## config.mk

```make
export PLATFORM = sky130hd
export DESIGN_NAME = next_fit_slot_allocator_core
export DESIGN_NICKNAME = d
export VERILOG_FILES = /design/src/hw/rtl/nfsa_pkg.sv /design/src/hw/rtl/next_fit_slot_allocator_core.sv /design/src/hw/rtl/nfsa_cell.sv
export SDC_FILE = /design/constraint.sdc
export NUM_CORES = 1
export LEC_CHECK = 0
export BUFFER_PORTS_ARGS = -buffer_cell sky130_fd_sc_hd__buf_2
export CAP_MARGIN = 20
export CORE_MARGIN = 1
export CORE_UTILIZATION = 60
export CTS_CLUSTER_SIZE = 14
export DETAILED_ROUTE_END_ITERATION = 8
export GPL_ROUTABILITY_DRIVEN = 0
export PLACE_DENSITY = 0.83
export RECOVER_POWER = 25
export SLEW_MARGIN = 20
export SYNTH_ARGS = -nofsm -noshare
export SYNTH_HDL_FRONTEND = slang
export SYNTH_SLANG_ARGS = --single-unit
```

## constraint.sdc

```tcl
create_clock -name clk -period 5.3 [get_ports clk]
set_clock_uncertainty 0.05 [all_clocks]
set_input_delay 0.795 -clock clk [delete_from_list [all_inputs] [get_ports clk]]
set_output_delay 0.795 -clock clk [all_outputs]
set_load 0.005 [all_outputs]
```

## src/hw/rtl/nfsa_pkg.sv

```systemverilog
package nfsa_pkg;

  localparam int POOL_SLOTS_DEF = 64;

  localparam int SLOT_NUM_W = 7;
  localparam int GRANT_W    = 6;
  localparam int USED_W     = 7;

  localparam logic CMD_ALLOC   = 1'b0;
  localparam logic CMD_RELEASE = 1'b1;

  typedef struct packed {
    logic                  command;
    logic [SLOT_NUM_W-1:0] slot_number;
  } req_t;

  typedef struct packed {
    logic               ok;
    logic [GRANT_W-1:0] granted_slot;
    logic [USED_W-1:0]  used_slots;
  } res_t;

  // Controls seen by a cell of the ring. Only the head cell gets set and clear.
  typedef struct packed {
    logic shift;
    logic set;
    logic clr;
  } cell_ctl_t;

endpackage

```

## src/hw/rtl/next_fit_slot_allocator_core.sv

```systemverilog
// A failed beat (pool full, slot out of range) strobes done in the cycle after acceptance.
// A release rotates the ring until the slot reaches the head, then clears it and strobes done.
// An allocate rotates the ring to the search position, then one slot per cycle to a free one.
// One beat at a time; busy is high while the ring rotates.
// A new beat is accepted at the edge that takes the previous result; the receiver cannot stall.
// Synchronous reset frees every slot and clears the count, head and search position.
module next_fit_slot_allocator_core import nfsa_pkg::*; #(
  parameter int POOL_SLOTS = POOL_SLOTS_DEF
) (
  input  logic clk,
  input  logic rst,
  input  logic start,
  input  req_t request,
  output logic busy,
  output logic done,
  output res_t result
);

  localparam int SLOT_W = $clog2(POOL_SLOTS);
  localparam int CNT_W  = $clog2(POOL_SLOTS + 1);

  localparam logic [1:0] ST_IDLE = 2'd0;
  localparam logic [1:0] ST_SEEK = 2'd1;
  localparam logic [1:0] ST_SCAN = 2'd2;

  logic [1:0]        state, state_next;
  logic [SLOT_W-1:0] head, head_next, head_inc;
  logic [SLOT_W-1:0] target, target_next;
  logic [SLOT_W-1:0] srch, srch_next;
  logic [CNT_W-1:0]  count, count_next;
  logic              op, op_next;
  logic              emit;
  res_t              res_next;
  cell_ctl_t         ctl0, ctl_rest;
  logic              shift;
  logic [POOL_SLOTS-1:0] marks;

  // The ring rotates toward the head: cell 0 always holds the mark of slot head.
  assign ctl_rest = '{shift: shift, set: 1'b0, clr: 1'b0};

  for (genvar i = 0; i < POOL_SLOTS; i++) begin : g_cell
    nfsa_cell u_cell (
      .clk  (clk),
      .rst  (rst),
      .ctl  ((i == 0) ? ctl0 : ctl_rest),
      .nbr  (marks[(i + 1) % POOL_SLOTS]),
      .mark (marks[i])
    );
  end

  assign head_inc = (head == SLOT_W'(POOL_SLOTS - 1)) ? '0 : head + SLOT_W'(1);
  assign busy     = (state != ST_IDLE);

  always_comb begin
    state_next  = state;
    head_next   = head;
    target_next = target;
    op_next     = op;
    srch_next   = srch;
    count_next  = count;
    ctl0        = '0;
    shift       = 1'b0;
    emit        = 1'b0;
    res_next    = '0;
    unique case (state)
      ST_IDLE: begin
        if (start) begin
          if (request.command == CMD_ALLOC) begin
            if (count == CNT_W'(POOL_SLOTS)) begin
              emit                = 1'b1;
              res_next.used_slots = USED_W'(count);
            end else begin
              target_next = srch;
              op_next     = CMD_ALLOC;
              state_next  = ST_SEEK;
            end
          end else begin
            if (32'(request.slot_number) < POOL_SLOTS) begin
              target_next = SLOT_W'(request.slot_number);
              op_next     = CMD_RELEASE;
              state_next  = ST_SEEK;
            end else begin
              emit                = 1'b1;
              res_next.used_slots = USED_W'(count);
            end
          end
        end
      end
      ST_SEEK: begin
        if (head == target) begin
          if (op == CMD_RELEASE) begin
            ctl0.clr = 1'b1;
            // Releasing a slot that is already free leaves the count alone.
            if (marks[0]) begin
              count_next = count - CNT_W'(1);
            end
            emit                = 1'b1;
            res_next.ok         = 1'b1;
            res_next.used_slots = USED_W'(count_next);
            state_next          = ST_IDLE;
          end else begin
            state_next = ST_SCAN;
          end
        end else begin
          shift      = 1'b1;
          ctl0.shift = 1'b1;
          head_next  = head_inc;
        end
      end
      ST_SCAN: begin
        if (!marks[0]) begin
          ctl0.set              = 1'b1;
          count_next            = count + CNT_W'(1);
          srch_next             = head;
          emit                  = 1'b1;
          res_next.ok           = 1'b1;
          res_next.granted_slot = GRANT_W'(head);
          res_next.used_slots   = USED_W'(count_next);
          state_next            = ST_IDLE;
        end else begin
          shift      = 1'b1;
          ctl0.shift = 1'b1;
          head_next  = head_inc;
        end
      end
      default: begin
        state_next = ST_IDLE;
      end
    endcase
  end

  always_ff @(posedge clk) begin
    if (rst) begin
      state <= ST_IDLE;
      head  <= '0;
      srch  <= '0;
      count <= '0;
      done  <= 1'b0;
    end else begin
      state <= state_next;
      head  <= head_next;
      srch  <= srch_next;
      count <= count_next;
      done  <= emit;
    end
  end

  always_ff @(posedge clk) begin
    target <= target_next;
    op     <= op_next;
    result <= res_next;
  end

  assert property (@(posedge clk) disable iff (rst) count <= CNT_W'(POOL_SLOTS))
    else $error("used count exceeds the pool");

  assert property (@(posedge clk) disable iff (rst) head <= SLOT_W'(POOL_SLOTS - 1))
    else $error("ring head outside the pool");

  assert property (@(posedge clk) disable iff (rst)
    (state == ST_SCAN) |-> (count < CNT_W'(POOL_SLOTS)))
    else $error("scan running on a full pool");

  assert property (@(posedge clk) disable iff (rst)
    (state == ST_SCAN && !marks[0]) |=> (marks[0] && done && result.ok && !busy))
    else $error("free slot found but not granted");

  assert property (@(posedge clk) disable iff (rst)
    (state == ST_SEEK && head == target && op == CMD_RELEASE) |=> (!marks[0] && done))
    else $error("release did not clear the slot");

endmodule

```

## src/hw/rtl/nfsa_cell.sv

```systemverilog
module nfsa_cell import nfsa_pkg::*; (
  input  logic      clk,
  input  logic      rst,
  input  cell_ctl_t ctl,
  input  logic      nbr,
  output logic      mark
);

  always_ff @(posedge clk) begin
    if (rst) begin
      mark <= 1'b0;
    end else if (ctl.shift) begin
      mark <= nbr;
    end else if (ctl.set) begin
      mark <= 1'b1;
    end else if (ctl.clr) begin
      mark <= 1'b0;
    end
  end

endmodule

```

==> impl_metrics.tcl <==
set metrics [dict create \
    die_outline_area_sq_um 7820 \
    numCtsBuffers 9 \
    crit_path_cell_trace "inv_1, ha_1, nor2b_1, a311oi_4, nand4_1, mux2_2" \
    count_of_flip_flops_with_a_built_in_enable_after_synthesis 7 \
    grt_setup_unrepaired "no" \
    insertion_delay_ns 0.37 \
    netlist.area_leader.share_pct 44.7 \
    postLayoutCellArea_sq_um 4750 \
    clock_tree.htree_level_count 3 \
    globalRouteMet2Util_pct 36.9 \
    clk_transition_reported_paths_ns 0.11 \
    boundaryPins 27 \
    area_delta_synth_final_pct 6.12 \
    dieWidth_microns 88.4 \
    die_h_microns 88.4 \
    worstHoldPathType "reg2reg" \
    num_rows 31 \
    synth-seq-cells 107 \
    initial_core_util_pct 61.8 \
    grt-ovfl-total 0 \
    slew_viol_final 0 \
    endpoint "head[4]" \
    cp_slowest_cell "sky130_fd_sc_hd__nor2b_1" \
    fin_setup_tns_ns 0 \
    irDropWorstVdd_v 0.000195 \
    post_cts_hold_buffer_count 0 \
    element_type_at_the_critical_path_start "flip-flop" \
    syn-num-nets 554 \
    worst_ep_arrival_time_ns 3.09 \
    postCtsSetupRepairBufs 0 \
    ant_nets 0 \
    synth_cells 534 \
    p_switching_uw 365 \
    layout.cells.most_common "sky130_fd_sc_hd__nand2_1" \
    clock_network_fraction_of_total_power_pct 33.8 \
    wire_per_inst_microns 12.3 \
    grt_most_used_layer "met2" \
    use_met1_pct 26.2 \
    power_density_nw_per_um2 295 \
    synth_largest_area_cell "sky130_fd_sc_hd__dfxtp_1" \
    drt-initial-drc-count 172 \
    reg2reg_from "state[0]" \
    post_route_cells_drive_above_1_share_pct 8.69 \
    leakage_uw 0.00173 \
    timing.critical_path.required_ns 5.51 \
    tritoncts_clock_tree "done" \
    timing_worst_slew_pin_value_ns 1.11 \
    synth_cell_type_count 45 \
    fmaxAchievable_mhz 348 \
    grt_start_max_net_pins 93 \
    post_synth_main_area_contributors "sky130_fd_sc_hd__dfxtp_1 (45%), sky130_fd_sc_hd__nand2_1 (13%), sky130_fd_sc_hd__a21oi_1 (9.7%)" \
    worst-r2r-cell-count 6 \
    postLayoutCoreUtil_pct 65.5 \
    met3_usage_pct 6.62 \
    seq_power_share_pct 59.1 \
    synth_area_per_inst_sq_um 8.39 \
    dpl.hpwl_microns 4840 \
    p_int_uw 1040 \
    timing.critical_path.from "state[0]" \
    cp_slowest_stage_delay_ns 0.95 \
    cts_sinks 107 \
    status "finished clean" \
    final_period_minus_worst_setup_slack_ns 2.87 \
    synth-seq-area-share_pct 49.4 \
    port-buffer-count 26 \
    pre_cts_slack_ns 2.51 \
    timing.rr.end "head[4]" \
    fp.coreArea_sq_um 7250 \
    power.switching_fraction_pct 26.1 \
    kind_of_critical_path "reg2reg" \
    finalSetupViolations 0 \
    post_drt_via_cell_ratio 5.43 \
    ys_dominant_reg_cell "sky130_fd_sc_hd__dfxtp_1" \
    max-cap-violations 0 \
    grt_pass1_wl_microns 13300 \
    dr_total_vias 3473 \
    timing.critical_path.fanout_max 23 \
    ff2ff_setup_slack_ns 2.43 \
    timing.slew.headroom_pct 26.0 \
    synth_area_sq_um 4480 \
    postLayoutSetupSlackWorst_ns 2.43 \
    antenna_violations_before_repair 0 \
    layout.cells.most_common_list "sky130_fd_sc_hd__nand2_1 (152), sky130_fd_sc_hd__dfxtp_1 (100), sky130_fd_sc_hd__a21oi_1 (87)" \
    power_frac_comb_pct 7.0 \
    fin_nets 556 \
    synth_async_sr_flop_share_pct 0 \
    ratio_of_final_minimum_period_to_clock_period_pct 54.2 \
    number_of_global_route_vias_before_repair 3037 \
    post_dp_cell_area_sq_um 4550 \
    post_cts_resized 0 \
    drt_first_pass_iters 5 \
    insertedDiodeCount 0 \
    final.hold.worst_slack_ns 0.398 \
    grtUsageTotal_pct 21.7 \
    drc 0 \
    route.final.wire_length_microns 7840 \
    end_kind "flip-flop" \
    worstHoldPathCells 2 \
    clk_path_buf_depth 2 \
    ys.warnings.count 0 \
    final-hold-violation-count 0 \
    clk_root_buffer_cell "sky130_fd_sc_hd__clkbuf_8" \
]
-- Yosys cell counts, types with 2 or more instances --
cell type and number:
sky130_fd_sc_hd__a211o_1 2, sky130_fd_sc_hd__a21o_1 4, sky130_fd_sc_hd__a21oi_1 87, sky130_fd_sc_hd__a221oi_1 4
sky130_fd_sc_hd__a222oi_1 2, sky130_fd_sc_hd__a31o_2 2, sky130_fd_sc_hd__a31oi_1 2, sky130_fd_sc_hd__and2_1 2
sky130_fd_sc_hd__and3_1 4, sky130_fd_sc_hd__buf_1 2, sky130_fd_sc_hd__buf_2 11, sky130_fd_sc_hd__buf_6 7
sky130_fd_sc_hd__clkbuf_1 17, sky130_fd_sc_hd__dfxtp_1 100, sky130_fd_sc_hd__edfxtp_1 7, sky130_fd_sc_hd__ha_1 9
sky130_fd_sc_hd__inv_1 18, sky130_fd_sc_hd__mux2_2 8, sky130_fd_sc_hd__mux2i_1 2, sky130_fd_sc_hd__nand2_1 152
sky130_fd_sc_hd__nand2b_1 6, sky130_fd_sc_hd__nand3_1 5, sky130_fd_sc_hd__nand4_1 6, sky130_fd_sc_hd__nor2_1 21
sky130_fd_sc_hd__nor2b_1 4, sky130_fd_sc_hd__nor3_1 6, sky130_fd_sc_hd__o21ai_0 10, sky130_fd_sc_hd__o32ai_1 2
sky130_fd_sc_hd__or3_1 5, sky130_fd_sc_hd__or4_1 2, sky130_fd_sc_hd__xnor2_1 2, sky130_fd_sc_hd__xor2_1 10
-- critical path: cells and delay by family, from the launching register on --
family / cells / cell delay [ns]
flip-flops: 1 / 0.34
multiplexers: 1 / 0.33
adder cells (fa/ha/maj): 1 / 0.64
AO/OA/AOI/OAI: 1 / 0.18
AND/OR/NAND/NOR: 2 / 1.12
buffers and inverters: 1 / 0.09
-- registers in the layout (all words and copies together), names as in the netlist --
signal              count
count                   7
done                    1
g_cell.u_cell.mark     64
head                    6
op                      1
result                 14
srch                    6
state                   2
target                  6
-- through the flow --
step           total power (uW)  cells
2_1_floorplan               924    534
3_5_place_dp                943    623
6_report                   1400    640
4_1_cts                    1410    639
3_3_place_gp                941    623
5_1_grt                    1460    640
-- power groups by stage --
stage | Combinational, uW | Sequential [uW] | Clock [uW]
3_3_place_gp | 94.4 | 846 | 0
2_1_floorplan | 79.7 | 845 | 0
4_1_cts | 96.7 | 828 | 487
6_report | 98.6 | 828 | 473
5_1_grt | 109 | 830 | 517
3_5_place_dp | 95.9 | 847 | 0
-- final cells by class --
type | instances | area [sq um]
clock inverters | 7 | 70.1
clock buffers | 9 | 124
flip-flops and latches | 107 | 2210
inverters | 18 | 67.6
repair buffers | 29 | 150
well taps | 99 | 124
multi-input cells | 371 | 2010
fillers | 621 | 2500
-- worst min path at each step --
stage,start,end
2_1_floorplan,g_cell[11].u_cell.mark,g_cell[10].u_cell.mark
3_3_place_gp,g_cell[14].u_cell.mark,g_cell[13].u_cell.mark
3_5_place_dp,g_cell[52].u_cell.mark,g_cell[51].u_cell.mark
4_1_cts,g_cell[42].u_cell.mark,g_cell[41].u_cell.mark
5_1_grt,g_cell[11].u_cell.mark,g_cell[11].u_cell.mark
6_report,g_cell[42].u_cell.mark,g_cell[41].u_cell.mark
-- cell families after synthesis --
group	after synthesis	share of synthesized area, %
muxes	10	2.46
and+or+nand+nor	216	20.7
DFF	107	49.4
AOI/OAI and AO/OA	124	16.3
xor gates and xnor gates	12	2.35
buffers and inverters	56	6.26
adders and majority gates	9	2.51
-- layer usage --
layer | part of all wire [%] | vias up
met5 | 0 | -
met4 | 1.5 | 0
met3 | 4.5 | 10
met2 | 48 | 73
met1 | 46 | 1596
li1 | - | 1794
(Power assumes the default switching activity.)
